[config.mk]
export PLATFORM = sky130hd
export DESIGN_NAME = thc_temp
export DESIGN_NICKNAME = d
export VERILOG_FILES = /design/src/sv/thc_pkg.sv /design/src/sv/thc_temp.sv
export SDC_FILE = /design/constraint.sdc
export NUM_CORES = 2
export LEC_CHECK = 0
export CAP_MARGIN = 20
export CORE_MARGIN = 4
export CORE_UTILIZATION = 58
export CTS_CLUSTER_SIZE = 16
export DETAILED_ROUTE_END_ITERATION = 10
export DONT_BUFFER_PORTS = 1
export PLACE_DENSITY = 0.74
export SLEW_MARGIN = 20
export SYNTH_ARGS = -nofsm -noshare
export SYNTH_HDL_FRONTEND = slang
export SYNTH_SLANG_ARGS = --single-unit
[constraint.sdc]
create_clock -name clk -period 7.6 [get_ports clk]
set_input_delay 0.76 -clock clk [delete_from_list [all_inputs] [get_ports clk]]
set_output_delay 0.76 -clock clk [all_outputs]
set_load 0.01 [all_outputs]
[src/sv/thc_pkg.sv]
// Shared types, constants and helpers for the temperature/humidity compensation block.
// No dependencies; the design modules refer to this package by scoped names.
package thc_pkg;

    // Humidity status codes
    typedef enum logic [1:0] {
        HUM_OK          = 2'd0,
        HUM_RAW_INVALID = 2'd1,
        HUM_CAL_ZERO    = 2'd2
    } hum_status_t;

    // Register indexes (byte address = 4 * index)
    localparam logic [2:0] REG_TEMP_COEF_ONE      = 3'd0;
    localparam logic [2:0] REG_TEMP_COEF_TWO      = 3'd1;
    localparam logic [2:0] REG_TEMP_COEF_THREE    = 3'd2;
    localparam logic [2:0] REG_HUM_COEF_ONE       = 3'd3;
    localparam logic [2:0] REG_HUM_COEF_TWO       = 3'd4;
    localparam logic [2:0] REG_HUM_COEF_THREE     = 3'd5;
    localparam logic [2:0] REG_HUM_COEF_FOUR_FIVE = 3'd6;
    localparam logic [2:0] REG_HUM_COEF_SIX       = 3'd7;

    localparam int unsigned ADDR_W = 5;

    // Arithmetic constants
    localparam logic [31:0] CENTI_ROUND = 32'd128;
    localparam logic [31:0] FINE_OFFSET = 32'd76800;
    localparam logic [31:0] X_ROUND     = 32'd16384;
    localparam logic [31:0] Y_BIAS      = 32'd32768;
    localparam logic [31:0] Y_OFFSET    = 32'd2097152;
    localparam logic [31:0] Y_ROUND     = 32'd8192;
    localparam logic [31:0] HUM_MAX     = 32'd419430400;
    localparam logic [15:0] RAW_ONES    = 16'hFFFF;
    localparam logic [15:0] RAW_MID     = 16'h8000;

    // Calibration coefficients as held in the register file
    typedef struct packed {
        logic        [15:0] t1;
        logic signed [15:0] t2;
        logic signed [15:0] t3;
        logic        [7:0]  h1;
        logic signed [15:0] h2;
        logic        [7:0]  h3;
        logic signed [11:0] h4;
        logic signed [11:0] h5;
        logic signed [7:0]  h6;
    } coef_t;

    // Word handed from the temperature pipe to the humidity pipe
    typedef struct packed {
        logic [31:0] fine;
        logic [15:0] hum_sample;
        hum_status_t status;
    } temp_word_t;

    // Arithmetic shift right of a 32-bit two's-complement pattern
    function automatic logic [31:0] asr(input logic [31:0] v, input int unsigned n);
        logic signed [31:0] s;
        s = $signed(v);
        return $unsigned(s >>> n);
    endfunction

endpackage

[src/sv/thc_temp.sv]
// Three-stage temperature pipe: fine temperature and the humidity status code.
// Depends on thc_pkg (coef_t, temp_word_t, asr, status codes).
module thc_temp (
    input  logic                clk,
    input  logic                rst_n,
    input  logic                adv,
    input  logic                in_valid,
    input  logic [19:0]         temp_sample,
    input  logic [15:0]         hum_sample,
    input  thc_pkg::coef_t      coef,
    output logic                out_valid,
    output thc_pkg::temp_word_t out_word
);
    logic [2:0]            vld_reg;
    logic [31:0]           d1, d2, t2x, t3x;
    logic [31:0]           pa_reg, pb_reg, a_reg, q_reg, fine_reg;
    logic [15:0]           hum1_reg, hum2_reg, hum3_reg;
    thc_pkg::hum_status_t  status_next;
    thc_pkg::hum_status_t  st1_reg, st2_reg, st3_reg;

    assign t2x = {{16{coef.t2[15]}}, coef.t2};
    assign t3x = {{16{coef.t3[15]}}, coef.t3};
    assign d1  = {15'b0, temp_sample[19:3]} - {15'b0, coef.t1, 1'b0};
    assign d2  = {16'b0, temp_sample[19:4]} - {16'b0, coef.t1};

    // Classify the humidity sample; a bad raw value takes precedence
    always_comb
    begin
        if (hum_sample == 16'd0 || hum_sample == thc_pkg::RAW_ONES
            || hum_sample == thc_pkg::RAW_MID)
            status_next = thc_pkg::HUM_RAW_INVALID;
        else if (coef.h1 == 8'd0 && coef.h2 == 16'sd0)
            status_next = thc_pkg::HUM_CAL_ZERO;
        else
            status_next = thc_pkg::HUM_OK;
    end

    // Advance the valid bits
    always_ff @(posedge clk or negedge rst_n)
    begin
        if (!rst_n)
            vld_reg <= '0;
        else if (adv)
            vld_reg <= {vld_reg[1:0], in_valid};
    end

    // Stage payloads: products, then scaled terms, then the sum
    always_ff @(posedge clk)
    begin
        if (adv)
        begin
            pa_reg   <= d1 * t2x;
            pb_reg   <= d2 * d2;
            hum1_reg <= hum_sample;
            st1_reg  <= status_next;

            a_reg    <= thc_pkg::asr(pa_reg, 11);
            q_reg    <= thc_pkg::asr(pb_reg, 12) * t3x;
            hum2_reg <= hum1_reg;
            st2_reg  <= st1_reg;

            fine_reg <= a_reg + thc_pkg::asr(q_reg, 14);
            hum3_reg <= hum2_reg;
            st3_reg  <= st2_reg;
        end
    end

    assign out_valid           = vld_reg[2];
    assign out_word.fine       = fine_reg;
    assign out_word.hum_sample = hum3_reg;
    assign out_word.status     = st3_reg;

endmodule

==> impl.org <==
** Setup path
- STA puts the critical path data arrival time at 7720 ps.
- Master of the slowest instance on the critical path :: sky130_fd_sc_hd__fa_2
- STA classifies the critical path endpoint as a register.
- Highest cell delay on the worst timing path :: 540 ps
- Data required time of the critical path :: 7820 ps
- Critical path startpoint category :: input pin
- Along the worst path, the maximum fanout reaches 6.
- The critical path in this run is classified as in -> reg.
- Counting stages on the worst path, the most repeated cell is sky130_fd_sc_hd__inv_1.

** Synthesis
- Of the total synthesized cell area, the portion taken by full adders, half adders and majority gates is 0.5544.
- After synthesis, the largest family of logic cells by area is adder cells.
- Yosys printed 0 warnings.
- XOR/XNOR Fraction of Synth Area :: 0.03493
- The share of the Yosys chip area taken by registers is 0.1333.
- Multiplexer share of the synthesized area :: 0.001261
- Cell area after synthesis :: 0.03571 mm2
- Async set or reset register ratio after synthesis :: 0.01887
- By area the synthesized netlist is led by sky130_fd_sc_hd__fa_1 46%, sky130_fd_sc_hd__edfxtp_1 13%, sky130_fd_sc_hd__inv_1 11%.
- The biggest area contributor in the post-synthesis netlist is sky130_fd_sc_hd__fa_1.
- Leading register cell type out of synthesis :: sky130_fd_sc_hd__edfxtp_1
- Basic-gate share of the synthesized area counting and, or, nand and nor cells :: 0.1223
- Compound-gate portion of the synthesized area :: 0.03332
- In this run, distinct cell masters in the synthesized netlist total 69.
- Dividing the synthesized area by the synthesized cell count gives 9.812 um2.
- Cells after Synth :: 3,640
- Number of enable flip-flop cells after synthesis :: 156
- Fraction of synthesized cell area taken by the top area cell type :: 0.4574
- Syn_nets :: 4,885
- Register bit total from synthesis :: 159

** Clock tree
- Clock tree from TritonCTS :: built
- CTS root buffer :: sky130_fd_sc_hd__clkbuf_16
- Clk pin slew, worst setup/hold paths :: 90 ps
- Counting along the longest clock path gives a buffer depth of 2.
- TritonCTS created 17 clock buffers.
- Maximum level of the CTS H-tree :: 4
- Clock latency reported for the late side of the worst-skew pair :: 480 ps
- The clock net in this run drives a total of 159 sinks.

** Finish
- P&R area growth vs syn :: 10.94%
- Leaving out fill and tap cells, the most frequent cell in the layout is sky130_fd_sc_hd__inv_1.
- Net count, final :: 5,041
- Number of flip-flops under the largest register name :: 22
- Non-Filler Instances :: 4,591
- Ant. Diodes :: 0
- In the final layout, the share of cells above drive strength 1 is 0.1158.
- In the layout the commonest cells are 982 x sky130_fd_sc_hd__inv_1, 802 x sky130_fd_sc_hd__fa_1, 451 x sky130_fd_sc_hd__nand2_1, 257 x sky130_fd_sc_hd__ha_1, 242 x sky130_fd_sc_hd__buf_4.

** Floorplan
- Std cell rows :: 90
- For this configuration, the core starts out at a cell density of 0.5884.
- Die width :: 256.1 um
- 203 I/O pins were placed.
- Placeable core region :: 0.06070 mm2
- The floorplan step defined a die boundary enclosing 0.06561 mm2.
- From bottom edge to top edge, the die measures 256.1 um.

** STA
- On the final layout, the worst clock skew is 21.95 ps.
- Final Setup Violations :: 0
- Max_slew headroom :: 0.3321
- Fin. Hold Viols :: 0
- Setup repair after global routing missed its margin :: true
- At the pin with the least slew margin, the transition time is 1004 ps.
- The worst path meets setup with 104.1 ps of slack.
- The final max-slew violation count was 0.
- For the finished layout, the period the worst path requires is 7496 ps.
- Max Freq :: 133.4 MHz
- Dividing the final minimum period by the clock period gives 0.9863.

** Worst hold path
- The path class of the tightest hold or removal check is in -> reg.

** Global routing
- Number of global-route vias before repair :: 27,060
- Global routing finished with a remaining overflow of 0.
- Pin count of the biggest net entering global routing :: 160
- For this run, the total global-route usage over all layers was measured as 0.2566.
- Global-route wire length before repair :: 134,600 um
- The number of antenna violations at the first check in global routing is 0.

** Drt
- DRC violation count after routing :: 0
- First-pass DRT Iterations :: 6
- The routed layout has 24,430 vias.
- Summed over all layers, the routed wires come to 80,100 um.
- Number of DRC markers after the initial detailed-route iteration :: 1,423
- Drt via density :: 5.322
- Post-route ant nets :: 0
- Average wire length per cell after detail routing :: 17.45 um

** Outcome
- The flow ran to the end, and the final reports show no timing, DRC or antenna violations.

** Placement
- After detailed placement, the design holds a cell count of 4,537.
- During placement, the flow inserted port buffers numbering 0.
- The wire-length estimate of the detail-placed layout is 66,100 um.
- Worst slack after detailed placement :: -584.8 ps
- At the end of routability-driven placement, the weighted congestion stood at 0.8847.

** Job
- Max-cap violations in this run came to 0.
-- worst paths after layout --
kind                       cells past startpoint                     end  slack [ps]              startpoint
min                                            0  hum1_reg[13]$_DFFE_PP_         370          hum_sample[13]
min in group asynchronous                      1  vld_reg[0]$_DFFE_PN0P_         550                   rst_n
max reg2reg                                   23     q_reg[31]$_DFFE_PP_         680    pb_reg[22]$_DFFE_PP_
max in group asynchronous                      1  vld_reg[2]$_DFFE_PN0P_        6910                   rst_n
min reg2reg                                    0  hum3_reg[14]$_DFFE_PP_         410  hum2_reg[14]$_DFFE_PP_
max                                           33    pa_reg[29]$_DFFE_PP_         100               coef[101]
-- final cells by class --
cell class                 count  area (um2)
multi-input combinational   2346       27360
fill                        4733       21070
sequential                   159        4760
inverter                    1009        3827
timing repair buffer         263        2126
tap                          782       978.4
clock buffer                  17       425.4
clock inverter                15       147.6
-- stage by stage --
stage / util / setup TNS [ps] / cell area [um2] / hold WS, ps
finish: 0.6528 / 0 / 39620 / 369.3
global placement: 0.6329 / -6131 / 38410 / 400.6
detailed placement: 0.6329 / -10320 / 38410 / 404.5
global route: 0.6528 / -543.2 / 39620 / 339.9
CTS: 0.6430 / 0 / 39030 / 326.2
floorplan: - / -17.14 / 36100 / 400.3
-- per-layer routing --
metal,vias up,global-route usage,wire [um]
met5,-,0,0
met4,0,0.09462,2993
met3,150,0.04423,5853
met2,790,0.4250,39190
met1,12530,0.3440,32070
li1,10960,-,-
-- what timing repair did --
item | 4_1_cts | 5_1_grt
pin swaps | 2 | 81
hold buffers | 1 | 0
setup endpoints to repair | 5 | 27
setup buffers | 1 | 22
endpoints found under the hold margin | 3 | 0
gates resized for setup | 3 | 111
-- synth_stat cells, drive strengths merged, types with 12 or more instances --
| library cell | n |
|---|---|
| nor2 | 121 |
| ha | 277 |
| nand2 | 463 |
| xnor2 | 104 |
| edfxtp | 156 |
| inv | 1005 |
| a21oi | 52 |
| clkbuf | 111 |
| buf | 15 |
| and2 | 210 |
| nor2b | 24 |
| nand3 | 12 |
| nand2b | 30 |
| a21o | 27 |
| nand4 | 15 |
| o21ai | 27 |
| o21a | 14 |
| xor2 | 35 |
| fa | 816 |
| nor3 | 21 |
-- worst max-delay path: cells and delay by family --
family	cells	cell delay, ps
adder cells (fa/ha/maj)	8	3420
AO/OA/AOI/OAI	8	1420
buffers and inverters	11	1000
AND/OR/NAND/NOR	4	830
XOR/XNOR	2	260
-- logic make-up after synthesis --
group	count (synthesis)
fa+ha+maj	1093
buf+inv	1135
flops	159
simple gates	932
mux	4
compound gates	178
xor+xnor	139
Power is left out: the tool's default activity adds up to more than one toggle a clock period on the data nets, which glitch-free logic cannot reach.
