==> src/sv/thc_pkg.sv <==
// Shared types, constants and helpers for the temperature/humidity compensation block.
// No dependencies; the design modules refer to this package by scoped names.
package thc_pkg;

    // Humidity status codes
    typedef enum logic [1:0] {
        HUM_OK          = 2'd0,
        HUM_RAW_INVALID = 2'd1,
        HUM_CAL_ZERO    = 2'd2
    } hum_status_t;

    // Register indexes (byte address = 4 * index)
    localparam logic [2:0] REG_TEMP_COEF_ONE      = 3'd0;
    localparam logic [2:0] REG_TEMP_COEF_TWO      = 3'd1;
    localparam logic [2:0] REG_TEMP_COEF_THREE    = 3'd2;
    localparam logic [2:0] REG_HUM_COEF_ONE       = 3'd3;
    localparam logic [2:0] REG_HUM_COEF_TWO       = 3'd4;
    localparam logic [2:0] REG_HUM_COEF_THREE     = 3'd5;
    localparam logic [2:0] REG_HUM_COEF_FOUR_FIVE = 3'd6;
    localparam logic [2:0] REG_HUM_COEF_SIX       = 3'd7;

    localparam int unsigned ADDR_W = 5;

    // Arithmetic constants
    localparam logic [31:0] CENTI_ROUND = 32'd128;
    localparam logic [31:0] FINE_OFFSET = 32'd76800;
    localparam logic [31:0] X_ROUND     = 32'd16384;
    localparam logic [31:0] Y_BIAS      = 32'd32768;
    localparam logic [31:0] Y_OFFSET    = 32'd2097152;
    localparam logic [31:0] Y_ROUND     = 32'd8192;
    localparam logic [31:0] HUM_MAX     = 32'd419430400;
    localparam logic [15:0] RAW_ONES    = 16'hFFFF;
    localparam logic [15:0] RAW_MID     = 16'h8000;

    // Calibration coefficients as held in the register file
    typedef struct packed {
        logic        [15:0] t1;
        logic signed [15:0] t2;
        logic signed [15:0] t3;
        logic        [7:0]  h1;
        logic signed [15:0] h2;
        logic        [7:0]  h3;
        logic signed [11:0] h4;
        logic signed [11:0] h5;
        logic signed [7:0]  h6;
    } coef_t;

    // Word handed from the temperature pipe to the humidity pipe
    typedef struct packed {
        logic [31:0] fine;
        logic [15:0] hum_sample;
        hum_status_t status;
    } temp_word_t;

    // Arithmetic shift right of a 32-bit two's-complement pattern
    function automatic logic [31:0] asr(input logic [31:0] v, input int unsigned n);
        logic signed [31:0] s;
        s = $signed(v);
        return $unsigned(s >>> n);
    endfunction

endpackage

==> src/sv/thc_regs.sv <==
// APB-style register file holding the calibration coefficients.
// Depends on thc_pkg (coef_t, register indexes, ADDR_W).
module thc_regs (
    input  logic                         clk,
    input  logic                         rst_n,
    input  logic                         psel,
    input  logic                         penable,
    input  logic                         pwrite,
    input  logic [thc_pkg::ADDR_W-1:0]   paddr,
    input  logic [31:0]                  pwdata,
    output logic [31:0]                  prdata,
    output logic                         pready,
    output thc_pkg::coef_t               coef
);
    logic [15:0] t1_reg, t2_reg, t3_reg, h2_reg;
    logic [7:0]  h1_reg, h3_reg, h6_reg;
    logic [23:0] h45_reg;
    logic        wr_en;
    logic [2:0]  index;

    assign pready = 1'b1;
    assign wr_en  = psel && penable && pwrite;
    assign index  = paddr[4:2];

    // Write the addressed register, dropping bits above its width
    always_ff @(posedge clk or negedge rst_n)
    begin
        if (!rst_n)
        begin
            t1_reg  <= '0;
            t2_reg  <= '0;
            t3_reg  <= '0;
            h1_reg  <= '0;
            h2_reg  <= '0;
            h3_reg  <= '0;
            h45_reg <= '0;
            h6_reg  <= '0;
        end
        else if (wr_en)
        begin
            case (index)
                thc_pkg::REG_TEMP_COEF_ONE:      t1_reg  <= pwdata[15:0];
                thc_pkg::REG_TEMP_COEF_TWO:      t2_reg  <= pwdata[15:0];
                thc_pkg::REG_TEMP_COEF_THREE:    t3_reg  <= pwdata[15:0];
                thc_pkg::REG_HUM_COEF_ONE:       h1_reg  <= pwdata[7:0];
                thc_pkg::REG_HUM_COEF_TWO:       h2_reg  <= pwdata[15:0];
                thc_pkg::REG_HUM_COEF_THREE:     h3_reg  <= pwdata[7:0];
                thc_pkg::REG_HUM_COEF_FOUR_FIVE: h45_reg <= pwdata[23:0];
                thc_pkg::REG_HUM_COEF_SIX:       h6_reg  <= pwdata[7:0];
                default: ;
            endcase
        end
    end

    // Read back the addressed register
    always_comb
    begin
        case (index)
            thc_pkg::REG_TEMP_COEF_ONE:      prdata = {16'b0, t1_reg};
            thc_pkg::REG_TEMP_COEF_TWO:      prdata = {16'b0, t2_reg};
            thc_pkg::REG_TEMP_COEF_THREE:    prdata = {16'b0, t3_reg};
            thc_pkg::REG_HUM_COEF_ONE:       prdata = {24'b0, h1_reg};
            thc_pkg::REG_HUM_COEF_TWO:       prdata = {16'b0, h2_reg};
            thc_pkg::REG_HUM_COEF_THREE:     prdata = {24'b0, h3_reg};
            thc_pkg::REG_HUM_COEF_FOUR_FIVE: prdata = {8'b0, h45_reg};
            thc_pkg::REG_HUM_COEF_SIX:       prdata = {24'b0, h6_reg};
            default:                         prdata = '0;
        endcase
    end

    // Present the coefficients, signed where coef_t declares them signed
    always_comb
    begin
        coef.t1 = t1_reg;
        coef.t2 = $signed(t2_reg);
        coef.t3 = $signed(t3_reg);
        coef.h1 = h1_reg;
        coef.h2 = $signed(h2_reg);
        coef.h3 = h3_reg;
        coef.h4 = $signed(h45_reg[11:0]);
        coef.h5 = $signed(h45_reg[23:12]);
        coef.h6 = $signed(h6_reg);
    end

endmodule

==> config.mk <==
export PLATFORM = sky130hd
export DESIGN_NAME = thc_regs
export DESIGN_NICKNAME = d
export VERILOG_FILES = /design/src/sv/thc_pkg.sv /design/src/sv/thc_regs.sv
export SDC_FILE = /design/constraint.sdc
export NUM_CORES = 1
export LEC_CHECK = 0
export ABC_AREA = 1
export BUFFER_PORTS_ARGS = -buffer_cell sky130_fd_sc_hd__buf_2
export CAP_MARGIN = 20
export CORE_ASPECT_RATIO = 0.9
export CORE_UTILIZATION = 46
export DETAILED_ROUTE_END_ITERATION = 7
export GPL_TIMING_DRIVEN = 1
export HOLD_SLACK_MARGIN = 0.03
export PLACE_DENSITY = 0.77
export SLEW_MARGIN = 25
export SYNTH_ARGS = -nofsm -noshare
export SYNTH_HDL_FRONTEND = slang
export SYNTH_SLANG_ARGS = --single-unit
==> constraint.sdc <==
create_clock -name clk -period 1.4 [get_ports clk]
set_input_delay 0.28 -clock clk [delete_from_list [all_inputs] [get_ports clk]]
set_output_delay 0.28 -clock clk [all_outputs]
set_load 0.1 [all_outputs]
==> results of run 1 <==
==> synthesized netlist by cell type (all sizes together) <==
cell type,instances
a21oi,40
buf,40
clkbuf,9
conb,2
dfrtp,112
inv,45
nand2,150
nand3,27
nand4,40
nor2,85
nor3,4
o21ai,80
==> timing repair <==
action,CTS
gates resized for setup,178
gates cloned,2
pin swaps,64
hold buffers,1
hold endpoints to repair,18
endpoints found under the setup margin,88
buffers inserted,31
==> logic make-up after synthesis <==
kind of cell / after synthesis / synth area share (%)
AND/OR/NAND/NOR: 306 / 25.19
other: 2 / 0.1372
AO/OA/AOI/OAI: 120 / 13.92
buffers and inverters: 94 / 9.533
flip-flops: 112 / 51.21
==> per-stage QoR <==
stage	area [um2]	setup TNS, ns
floorplan	6371	-2.418
global placement	9879	-19.12
detailed placement	9879	-26.93
CTS	10990	-6.588
==> results.json, run 1 <==
{
  "die_w_um": 117.0,
  "pin_count_of_the_biggest_net_entering_global_routing": 49,
  "htreeDepth": 3,
  "synth_cell_types": 26,
  "cts_made_buffers": 9,
  "first_error_message": "[ERROR DPL-0038] Utilization greater than 100%, impossible to legalize",
  "place.detailed.instances": 1022,
  "synth.cell_area_um2": 5473,
  "synth_sequential_area_ratio_pct": 51.21,
  "io_buffers": 167,
  "flow.stopped_at": "5_1_grt",
  "clock_sink_count": 112,
  "ys_seq_elements": 112,
  "placement_rows": 37,
  "post-place-ws_ns": -0.3955,
  "synth_area_leader_cell": "sky130_fd_sc_hd__dfrtp_1",
  "floorplan.initialDensity_pct": 47.48,
  "synth.top_cells.by_area": "sky130_fd_sc_hd__dfrtp_1 (51%), sky130_fd_sc_hd__nand2_1 (10%), sky130_fd_sc_hd__o21ai_2 (6.9%)",
  "cts.path.max_buffers": 2,
  "dieHeight_um": 105.5,
  "hpwl_mm": 16.53,
  "clockRootBuffer": "sky130_fd_sc_hd__clkbuf_16",
  "avgSynthCellArea_um2": 8.632,
  "io_pins": 187,
  "fraction_of_synthesized_cell_area_taken_by_the_top_area_cell_type_pct": 51.21,
  "worst-ep-kind": "output port",
  "place.gp.congestion": 0.9956,
  "post_synth_inst_count": 634,
  "run_status": "stopped before the end",
  "grt-worst-endpoint": "prdata[5]",
  "ys_warn_count": 0
}
==> run 2, diff against run 1 <==
--- a/config.mk
+++ b/config.mk
@@ -8,12 +8,10 @@
 export ABC_AREA = 1
 export BUFFER_PORTS_ARGS = -buffer_cell sky130_fd_sc_hd__buf_2
 export CAP_MARGIN = 20
-export CORE_ASPECT_RATIO = 0.9
-export CORE_UTILIZATION = 46
+export CORE_UTILIZATION = 40
 export DETAILED_ROUTE_END_ITERATION = 7
 export GPL_TIMING_DRIVEN = 1
-export HOLD_SLACK_MARGIN = 0.03
-export PLACE_DENSITY = 0.77
+export PLACE_DENSITY_LB_ADDON = 0.15
 export SLEW_MARGIN = 25
 export SYNTH_ARGS = -nofsm -noshare
 export SYNTH_HDL_FRONTEND = slang
==> constraint.sdc (replaced) <==
create_clock -name clk -period 1.8 [get_ports clk]
set_input_delay 0.36 -clock clk [delete_from_list [all_inputs] [get_ports clk]]
set_output_delay 0.36 -clock clk [all_outputs]
set_load 0.1 [all_outputs]
==> results.json, run 2 <==
{
  "violations_in_the_final_reports": "negative setup slack",
  "placement_rows": 42,
  "ant_nets": 0,
  "cts.path.max_buffers": 2,
  "hold_path.class": "in -> reg",
  "ys_dominant_reg_cell": "sky130_fd_sc_hd__dfrtp_1",
  "synthMostInstantiatedCell": "sky130_fd_sc_hd__nand2_1",
  "clockRootBuffer": "sky130_fd_sc_hd__clkbuf_16",
  "synth.cell_area_um2": 5473,
  "gr-total-overflow": 0,
  "worst_r2r_startpoint": "t3_reg[7]",
  "finalHoldViolations": 0,
  "p_per_area_nw_per_um2": 1567,
  "nNetsFinal": 864,
  "syn2layout_area_growth_pct": 50.37,
  "detail_route.drc_violations": 0,
  "setup_total_negative_slack_ns": -0.2298,
  "die_area_um2": 14150,
  "fp.coreArea_um2": 13300,
  "antenna_violations_before_repair": 1,
  "post_synth_inst_count": 634,
  "io_buffers": 167,
  "globalRouteMet2Util_pct": 39.14,
  "ys_warn_count": 0,
  "detailed_routing_iteration_count_for_the_pre_antenna_repair_pass": 4,
  "worst-endpoint-required_ns": 1.44,
  "vias": 5105,
  "synth_area_leader_cell": "sky130_fd_sc_hd__dfrtp_1",
  "tritoncts": "done",
  "finalInstanceArea_um2": 8229,
  "grt_use_met1_pct": 34.39,
  "synth_sequential_area_ratio_pct": 51.21,
  "fmax_mhz": 543.8,
  "io_pins": 187,
  "pin_count_of_the_biggest_net_entering_global_routing": 49,
  "mostFrequentLayoutCell": "sky130_fd_sc_hd__buf_2",
  "place.gp.congestion": 0.8762,
  "timing_worst_setup_path_type": "in -> out",
  "vdd.ir_drop.worst_mv": 0.7858,
  "avgSynthCellArea_um2": 8.632,
  "min_period_ns": 1.839,
  "setup.worst_path.start_class": "primary input",
  "maxCapViolations": 0,
  "total_global_route_track_usage_pct": 24.80,
  "run_status": "finished with violations",
  "fillers": 1126,
  "floorplan.initialDensity_pct": 41.16,
  "hpwl_mm": 12.71,
  "dieHeight_um": 119.0,
  "crit_path_start": "paddr[3]",
  "grt_pass1_vias": 4897,
  "ys_seq_elements": 112,
  "htreeDepth": 3,
  "layout_setup_ws_ns": -0.03876,
  "synth-async-reset-ratio_pct": 100.0,
  "synth.top_cells.by_count": "sky130_fd_sc_hd__nand2_1 (146), sky130_fd_sc_hd__dfrtp_1 (112), sky130_fd_sc_hd__nor2_1 (81), sky130_fd_sc_hd__inv_1 (43), sky130_fd_sc_hd__o21ai_2 (43)",
  "layout-drive-gt1-share_pct": 55.14,
  "worst_path_clk_slew_ns": 0.07,
  "finalMaxSlewViolations": 0,
  "hold_path.startpoint": "pwdata[19]",
  "path_max_fanout": 5,
  "synth-edff-count": 0,
  "rsz0062_at_grt": "yes",
  "synth_cell_types": 26,
  "top_usage_layer": "met2",
  "slew_headroom_pct": 65.54,
  "fin_worst_hold_slack_ns": 0.2236,
  "postRouteWirelength_mm": 17.10,
  "grt_pass1_wl_mm": 27.02,
  "route.detailed.wl_per_inst_um": 17.03,
  "use_met3_pct": 4.215,
  "post-place-ws_ns": -0.2421,
  "timing.clock.skew_ns": 0,
  "endpoint_kind": "primary output",
  "synth.top_cells.by_area": "sky130_fd_sc_hd__dfrtp_1 (51%), sky130_fd_sc_hd__nand2_1 (10%), sky130_fd_sc_hd__o21ai_2 (6.9%)",
  "finalCritPeriodShare_pct": 102.2,
  "worstSkewPairLatency_ns": 0.34,
  "fraction_of_synthesized_cell_area_taken_by_the_top_area_cell_type_pct": 51.21,
  "instance_area_at_placement_um2": 7451,
  "drt_iter0_markers": 295,
  "setup_viol": 9,
  "worst_ep_arrival_time_ns": 1.48,
  "largest_reg_flops": 24,
  "die_w_um": 119.0,
  "cts_made_buffers": 9,
  "drt-vias-per-instance": 5.085,
  "fin_total_pwr_mw": 12.90,
  "actual_transition_at_the_worst_max_transition_pin_ns": 0.5205,
  "clock_sink_count": 112,
  "mostFrequentLayoutCells": "sky130_fd_sc_hd__buf_2 (139), sky130_fd_sc_hd__nand2_1 (113), sky130_fd_sc_hd__dfrtp_2 (88), sky130_fd_sc_hd__nor2_1 (49), sky130_fd_sc_hd__o21ai_2 (45)",
  "power.leakage_nw": 3.984
}
-- run 2: area by class of cell --
cell class              instances  area, um2  area share, %
multi-input cells             435       2708          32.90
well taps                     176      220.2          2.676
inverters                      45      181.4          2.205
diodes                          1      2.502        0.03041
repair buffers                219       1879          22.84
clock inverters                 3      65.06         0.7906
clock buffers                  13      260.3          3.163
flip-flops and latches        112       2913          35.40
-- run 2: through the flow --
stage          cells  util, %
2_1_floorplan    641        -
3_3_place_gp     980    56.04
3_5_place_dp     980    56.04
4_1_cts          996    60.33
5_1_grt         1004    61.90
6_report        1004    61.90
-- run 2: worst paths after layout --
check / to / slack (ns) / cells past startpoint
max in group asynchronous: h2_reg[9] / 0.78 / 3
min in group asynchronous: h45_reg[2] / 0.44 / 2
worst max-delay path: prdata[12] / -0.04 / 10
worst min register to register: h6_reg[2] / 0.51 / 2
worst min-delay path: h45_reg[19] / 0.22 / 3
worst max register to register: t3_reg[7] / 1.00 / 3
-- run 2: where the power goes --
part	total, mW	switching [mW]	internal [mW]
sequential	3.60	0.462	3.14
combinational	7.12	5.84	1.27
clock	2.18	0.882	1.30
total	12.9	7.19	5.71
-- run 2: logic make-up (layout without fill, tap and decap cells) --
group	after synthesis	in the layout	share of synthesized area, %
compound gates	120	120	13.92
buf+inv	94	280	9.533
flops	112	112	51.21
other cells	2	10	0.1372
simple gates	306	306	25.19
-- run 2: timing repair --
item | CTS | global route
pin swaps | 16 | 18
setup endpoints to repair | 17 | 16
cloned | 1 | 2
hold buffers | 1 | 0
buffers inserted | 6 | 5
resized for setup | 76 | 33
endpoints found under the hold margin | 16 | 0
-- run 2: critical path, stage by stage --
cell and delay (ns):
sky130_fd_sc_hd__buf_12 0.12, sky130_fd_sc_hd__buf_12 0.13, sky130_fd_sc_hd__nor3_4 0.20, sky130_fd_sc_hd__buf_12 0.13, sky130_fd_sc_hd__buf_12 0.12, sky130_fd_sc_hd__nand2_4 0.05, sky130_fd_sc_hd__nand2_4 0.07, sky130_fd_sc_hd__nor2_4 0.05
sky130_fd_sc_hd__nand2_8 0.07, sky130_fd_sc_hd__buf_12 0.16
-- run 2: layer usage --
| metal | up-vias | wire [um] |
|---|---|---|
| li1 | 2443 | - |
| met1 | 2459 | 7549 |
| met2 | 182 | 8157 |
| met3 | 21 | 1033 |
| met4 | 0 | 360 |
| met5 | - | 0 |
Power figures use the tool's default switching activity.
==> run 3, diff against run 2 <==
--- a/config.mk
+++ b/config.mk
@@ -12,6 +12,8 @@
 export DETAILED_ROUTE_END_ITERATION = 7
 export GPL_TIMING_DRIVEN = 1
 export PLACE_DENSITY_LB_ADDON = 0.15
+export SETUP_SLACK_MARGIN = 0.3
+export SKIP_CTS_REPAIR_TIMING = 1
 export SLEW_MARGIN = 25
 export SYNTH_ARGS = -nofsm -noshare
 export SYNTH_HDL_FRONTEND = slang
==> results.json, run 3 (synthesis gave the netlist of run 2 again) <==
{
  "cts.path.max_buffers": 2,
  "violations_in_the_final_reports": "negative setup slack",
  "antenna_violations_before_repair": 0,
  "rsz0062_at_grt": "yes",
  "die_w_um": 119.0,
  "top_usage_layer": "met2",
  "min_period_ns": 1.827,
  "endpoint_kind": "primary output",
  "place.gp.congestion": 0.8774,
  "mostFrequentLayoutCell": "sky130_fd_sc_hd__nand2_1",
  "final-seq-area_um2": 2975,
  "globalRouteMet2Util_pct": 38.96,
  "detailed_routing_iteration_count_for_the_pre_antenna_repair_pass": 5,
  "clockRootBuffer": "sky130_fd_sc_hd__clkbuf_16",
  "ant_nets": 0,
  "layout-drive-gt1-share_pct": 59.09,
  "cpMaxStageDelayCell": "sky130_fd_sc_hd__nor2_2",
  "power.leakage_nw": 4.056,
  "post-route-util_pct": 65.34,
  "vias": 5241,
  "use_met3_pct": 3.448,
  "syn2layout_area_growth_pct": 58.73,
  "hold_path.class": "in -> reg",
  "fmax_mhz": 547.5,
  "io_pins": 187,
  "grt_pass1_vias": 4798,
  "layout_setup_ws_ns": -0.02653,
  "pin_count_of_the_biggest_net_entering_global_routing": 35,
  "floorplan.initialDensity_pct": 41.16,
  "drt_iter0_markers": 245,
  "fillers": 1097,
  "total_global_route_track_usage_pct": 24.65,
  "finalHoldViolations": 0,
  "htreeDepth": 3,
  "vdd.ir_drop.worst_mv": 0.7924,
  "dieHeight_um": 119.0,
  "worst_ep_arrival_time_ns": 1.47,
  "worst_path_largest_cell_delay_ns": 0.23,
  "timing_worst_setup_path_type": "in -> out",
  "worst_path_most_repeated_cell": "sky130_fd_sc_hd__buf_12",
  "mostFrequentLayoutCells": "sky130_fd_sc_hd__nand2_1 (118), sky130_fd_sc_hd__clkbuf_4 (101), sky130_fd_sc_hd__dfrtp_2 (99), sky130_fd_sc_hd__nor2_1 (47), sky130_fd_sc_hd__o21ai_2 (47)",
  "tritoncts": "done",
  "detail_route.drc_violations": 0,
  "setup_viol": 8,
  "fp.coreArea_um2": 13300,
  "buffers_and_inverters_on_the_worst_path": 5,
  "die_area_um2": 14150,
  "finalMaxSlewViolations": 0,
  "io_buffers": 167,
  "worstSkewPairLatency_ns": 0.35,
  "run_status": "finished with violations",
  "critical_path_cell_list": "buf_6 -> buf_12 -> inv_6 -> nor3_4 -> buf_12 -> nand2_1 -> nand2_2 -> nor2_2 -> nand2_8 -> buf_12",
  "path_max_fanout": 9,
  "finalCritPeriodShare_pct": 101.5,
  "setup.worst_path.start_class": "primary input",
  "grt_use_met1_pct": 34.52,
  "nNetsFinal": 873,
  "worst-endpoint-required_ns": 1.44,
  "antenna-diode-count": 0,
  "clock_sink_count": 112,
  "multi_input_area_um2": 2755,
  "gr-total-overflow": 0,
  "grt_pass1_wl_mm": 26.50,
  "fin_total_pwr_mw": 13.10,
  "critical-path-top-delay-family": "buffers and inverters",
  "largest_reg_flops": 24,
  "route.detailed.wl_per_inst_um": 17.10,
  "cts_made_buffers": 9,
  "maxCapViolations": 0,
  "timing.clock.skew_ns": 0,
  "p_per_area_nw_per_um2": 1508,
  "drt-vias-per-instance": 5.179,
  "placement_rows": 42,
  "postRouteWirelength_mm": 17.30,
  "worst_path_clk_slew_ns": 0.07,
  "hpwl_mm": 12.87
}
run 3: cell types whose count changed in the layout (fill, tap and decap cells not counted), moves of 3 or more:
cell / delta
sky130_fd_sc_hd__buf_2: -112
sky130_fd_sc_hd__buf_4: +16
sky130_fd_sc_hd__buf_6: +3
sky130_fd_sc_hd__clkbuf_4: +101
sky130_fd_sc_hd__dfrtp_1: -24
sky130_fd_sc_hd__dfrtp_2: +11
sky130_fd_sc_hd__dfrtp_4: +13
sky130_fd_sc_hd__inv_4: -3
sky130_fd_sc_hd__nand2_1: +5
sky130_fd_sc_hd__nand2_2: -5
sky130_fd_sc_hd__nand3_1: -4
sky130_fd_sc_hd__nand3_2: +4
sky130_fd_sc_hd__o21ai_1: -4
run 3: worst paths after layout:
check,start,end,slack (ns),depth (start not counted)
max reg2reg,h6_reg[7],h6_reg[7],0.94,3
min reg2reg,t3_reg[9],t3_reg[9],0.50,2
max in group asynchronous,rst_n,h45_reg[16],0.66,3
min in group asynchronous,rst_n,h45_reg[23],0.50,2
max,paddr[3],prdata[13],-0.03,10
min,pwdata[20],h45_reg[20],0.22,3
run 3: power by group:
part | switching, mW | internal [mW] | leakage, nW
clock | 0.900 | 1.05 | 0.139
sequential | 0.470 | 3.19 | 1.24
combinational | 5.90 | 1.59 | 2.67
total | 7.27 | 5.83 | 4.06
run 3: layer usage:
| metal | vias to the layer above | routed length (um) | share of wire, % |
|---|---|---|---|
| met5 | - | 0 | 0 |
| li1 | 2478 | - | - |
| met3 | 20 | 811 | 4.7 |
| met2 | 188 | 8411 | 49 |
| met4 | 0 | 318 | 1.8 |
| met1 | 2555 | 7761 | 45 |
run 3: area by class of cell:
cell class	count	area share, %
clock inverter	2	0.1440
sequential	112	34.25
tap	176	2.535
timing repair buffer	228	25.97
multi-input combinational	435	31.72
inverter	45	2.232
clock buffer	14	3.154
run 3: worst register-to-register path: stages, from the launching register on:
cell and delay [ns]:
sky130_fd_sc_hd__dfrtp_4 0.48, sky130_fd_sc_hd__buf_6 0.13, sky130_fd_sc_hd__nand2_1 0.07, sky130_fd_sc_hd__o21ai_2 0.06
run 3: metrics by stage:
step | setup slack, ns | setup TNS (ns) | std cells | hold WS (ns) | instance area [um2]
3_5_place_dp | -0.1184 | -1.799 | 982 | 0.3448 | 7755
5_1_grt | -0.07308 | -0.9123 | 1012 | 0.2359 | 8687
2_1_floorplan | 0.09628 | 0 | 641 | 0.06441 | 6197
3_3_place_gp | -0.1063 | -1.548 | 982 | 0.3320 | 7755
6_report | -0.02653 | -0.09029 | 1012 | 0.2235 | 8687
4_1_cts | -0.1212 | -1.926 | 998 | -0.03810 | 8041
==> run 4, diff against run 3 <==
--- a/config.mk
+++ b/config.mk
@@ -5,7 +5,6 @@
 export SDC_FILE = /design/constraint.sdc
 export NUM_CORES = 1
 export LEC_CHECK = 0
-export ABC_AREA = 1
 export BUFFER_PORTS_ARGS = -buffer_cell sky130_fd_sc_hd__buf_2
 export CAP_MARGIN = 20
 export CORE_UTILIZATION = 40
==> results.json, run 4 <==
{
  "pin_count_of_the_biggest_net_entering_global_routing": 38,
  "layout_setup_ws_ns": -0.3072,
  "setup_viol": 16,
  "synth_area_leader_cell": "sky130_fd_sc_hd__dfrtp_1",
  "io_buffers": 167,
  "fin_total_pwr_mw": 12.87,
  "antenna_violations_before_repair": 1,
  "die_area_um2": 13560,
  "htreeDepth": 3,
  "hpwl_mm": 11.01,
  "clockRootBuffer": "sky130_fd_sc_hd__clkbuf_16",
  "min_period_ns": 2.107,
  "fmax_mhz": 474.6,
  "setup.worst_path.start_class": "register",
  "syn2layout_area_growth_pct": 74.37,
  "tritoncts": "done",
  "fin_worst_hold_slack_ns": 0.2439,
  "detailed_routing_iteration_count_for_the_pre_antenna_repair_pass": 4,
  "fp.coreArea_um2": 12670,
  "hold_path.class": "in -> reg",
  "synth.cell_area_um2": 5238,
  "largest_reg_flops": 24,
  "finalMaxSlewViolations": 0,
  "cts_made_buffers": 9,
  "route.detailed.wl_per_inst_um": 20.49,
  "worst_path_clk_slew_ns": 0.07,
  "synth_sequential_area_ratio_pct": 53.51,
  "vdd.ir_drop.worst_mv": 0.8218,
  "drt-vias-per-instance": 5.199,
  "vias": 4118,
  "synth-edff-count": 0,
  "synth.top_cells.by_count": "sky130_fd_sc_hd__dfrtp_1 (112), sky130_fd_sc_hd__mux2_2 (109), sky130_fd_sc_hd__mux2i_1 (25), sky130_fd_sc_hd__o22ai_1 (14), sky130_fd_sc_hd__buf_4 (12)",
  "ys_seq_elements": 112,
  "place.detailed.instances": 753,
  "rsz0062_at_grt": "yes",
  "hold_path.startpoint": "pwdata[16]",
  "power.leakage_nw": 3.989,
  "die_w_um": 116.4,
  "avgSynthCellArea_um2": 13.86,
  "grt_pass1_wl_mm": 22.83,
  "worst_ep_arrival_time_ns": 1.75,
  "mostFrequentLayoutCell": "sky130_fd_sc_hd__clkbuf_4",
  "instance_area_at_placement_um2": 7765,
  "timing.clock.skew_ns": 0,
  "gr-total-overflow": 0,
  "grt_pass1_vias": 4038,
  "synth_simple_gate_area_share_pct": 4.873,
  "adder_cell_area_share_of_the_yosys_netlist_pct": 0,
  "post-route-util_pct": 72.07,
  "layout-drive-gt1-share_pct": 92.57,
  "worstSkewPairLatency_ns": 0.34,
  "drt_iter0_markers": 158,
  "maxCapViolations": 0,
  "post_synth_inst_count": 378,
  "ys_dominant_reg_cell": "sky130_fd_sc_hd__dfrtp_1",
  "finalHoldViolations": 0,
  "largest_family_of_logic_cells_by_synthesized_area": "multiplexers",
  "nNetsFinal": 656,
  "synth.top_cells.by_area": "sky130_fd_sc_hd__dfrtp_1 (54%), sky130_fd_sc_hd__mux2_2 (23%), sky130_fd_sc_hd__mux2i_1 (4.8%)",
  "synth-async-reset-ratio_pct": 100.0,
  "endpoint_kind": "primary output",
  "worst_r2r_startpoint": "t3_reg[1]",
  "io_pins": 187,
  "clock_sink_count": 112,
  "synth_cell_types": 35,
  "place.gp.congestion": 0.7847,
  "post-place-ws_ns": -0.2525,
  "run_status": "finished with violations",
  "finalCritPeriodShare_pct": 117.1,
  "ys_warn_count": 0,
  "synthMostInstantiatedCell": "sky130_fd_sc_hd__dfrtp_1",
  "post_synth_xor_area_fraction_pct": 0,
  "finalInstanceArea_um2": 9133,
  "postRouteWirelength_mm": 16.23,
  "p_per_area_nw_per_um2": 1409,
  "cts.path.max_buffers": 2,
  "timing_worst_setup_path_type": "reg -> out",
  "setup_total_negative_slack_ns": -1.681,
  "path_max_fanout": 2,
  "crit_path_start": "t3_reg[7]",
  "total_global_route_track_usage_pct": 22.87,
  "detail_route.drc_violations": 0,
  "synthMuxAreaShare_pct": 31.01,
  "stdcell_count": 792,
  "mostFrequentLayoutCells": "sky130_fd_sc_hd__clkbuf_4 (78), sky130_fd_sc_hd__mux2_4 (74), sky130_fd_sc_hd__buf_4 (73), sky130_fd_sc_hd__dfrtp_2 (72), sky130_fd_sc_hd__mux2_2 (44)",
  "fraction_of_synthesized_cell_area_taken_by_the_top_area_cell_type_pct": 53.51,
  "ant_nets": 0,
  "placement_rows": 41,
  "dieHeight_um": 116.4,
  "synth_compound_gate_area_share_pct": 6.737,
  "violations_in_the_final_reports": "negative setup slack",
  "worst-endpoint-required_ns": 1.44,
  "floorplan.initialDensity_pct": 41.34
}
## run 4: layer usage
layer,GRT usage [%],wire length (um),vias up
met4,7.179,155,2
met3,5.345,830,12
met5,0,12,-
li1,-,-,1861
met1,30.03,6956,2120
met2,37.48,8269,123
## run 4: layout make-up
cell class                      count  area [um2]
Fill cell                         838        3538
Sequential cell                   112        3043
Multi-Input combinational cell    240        3023
Timing Repair Buffer              250        2506
Clock buffer                       11       252.7
Tap cell                          172       215.2
Clock inverter                      5       78.83
Inverter                            1       11.26
Antenna cell                        1       2.502
## run 4: final timing paths
check	end	slack, ns	depth (start not counted)
hold reg to reg	t2_reg[0]	0.53	1
setup reg to reg	t3_reg[1]	0.81	2
setup / recovery	prdata[7]	-0.31	5
hold / removal	h45_reg[16]	0.24	2
max in group asynchronous	h45_reg[1]	0.72	3
min in group asynchronous	t1_reg[9]	0.47	2
## run 4: kinds of logic (layout without fill, tap and decap cells)
family          after synthesis  in the layout
buf+inv                      33            267
other cells                   2             10
flops                       112            112
compound gates               48             48
mux                         144            144
simple gates                 39             39
## run 4: power by group
group	switching, mW	internal [mW]	leakage [nW]	total, mW
Combinational	5.09	1.93	2.54	7.02
Sequential	0.482	3.18	1.28	3.67
Clock	0.891	1.29	0.165	2.18
## run 4: worst max-delay path, stage by stage, from the launching register on
cell	delay (ns)
sky130_fd_sc_hd__dfrtp_4	0.48
sky130_fd_sc_hd__mux2_4	0.27
sky130_fd_sc_hd__a222oi_1	0.24
sky130_fd_sc_hd__buf_4	0.18
sky130_fd_sc_hd__a21oi_4	0.05
sky130_fd_sc_hd__buf_12	0.17
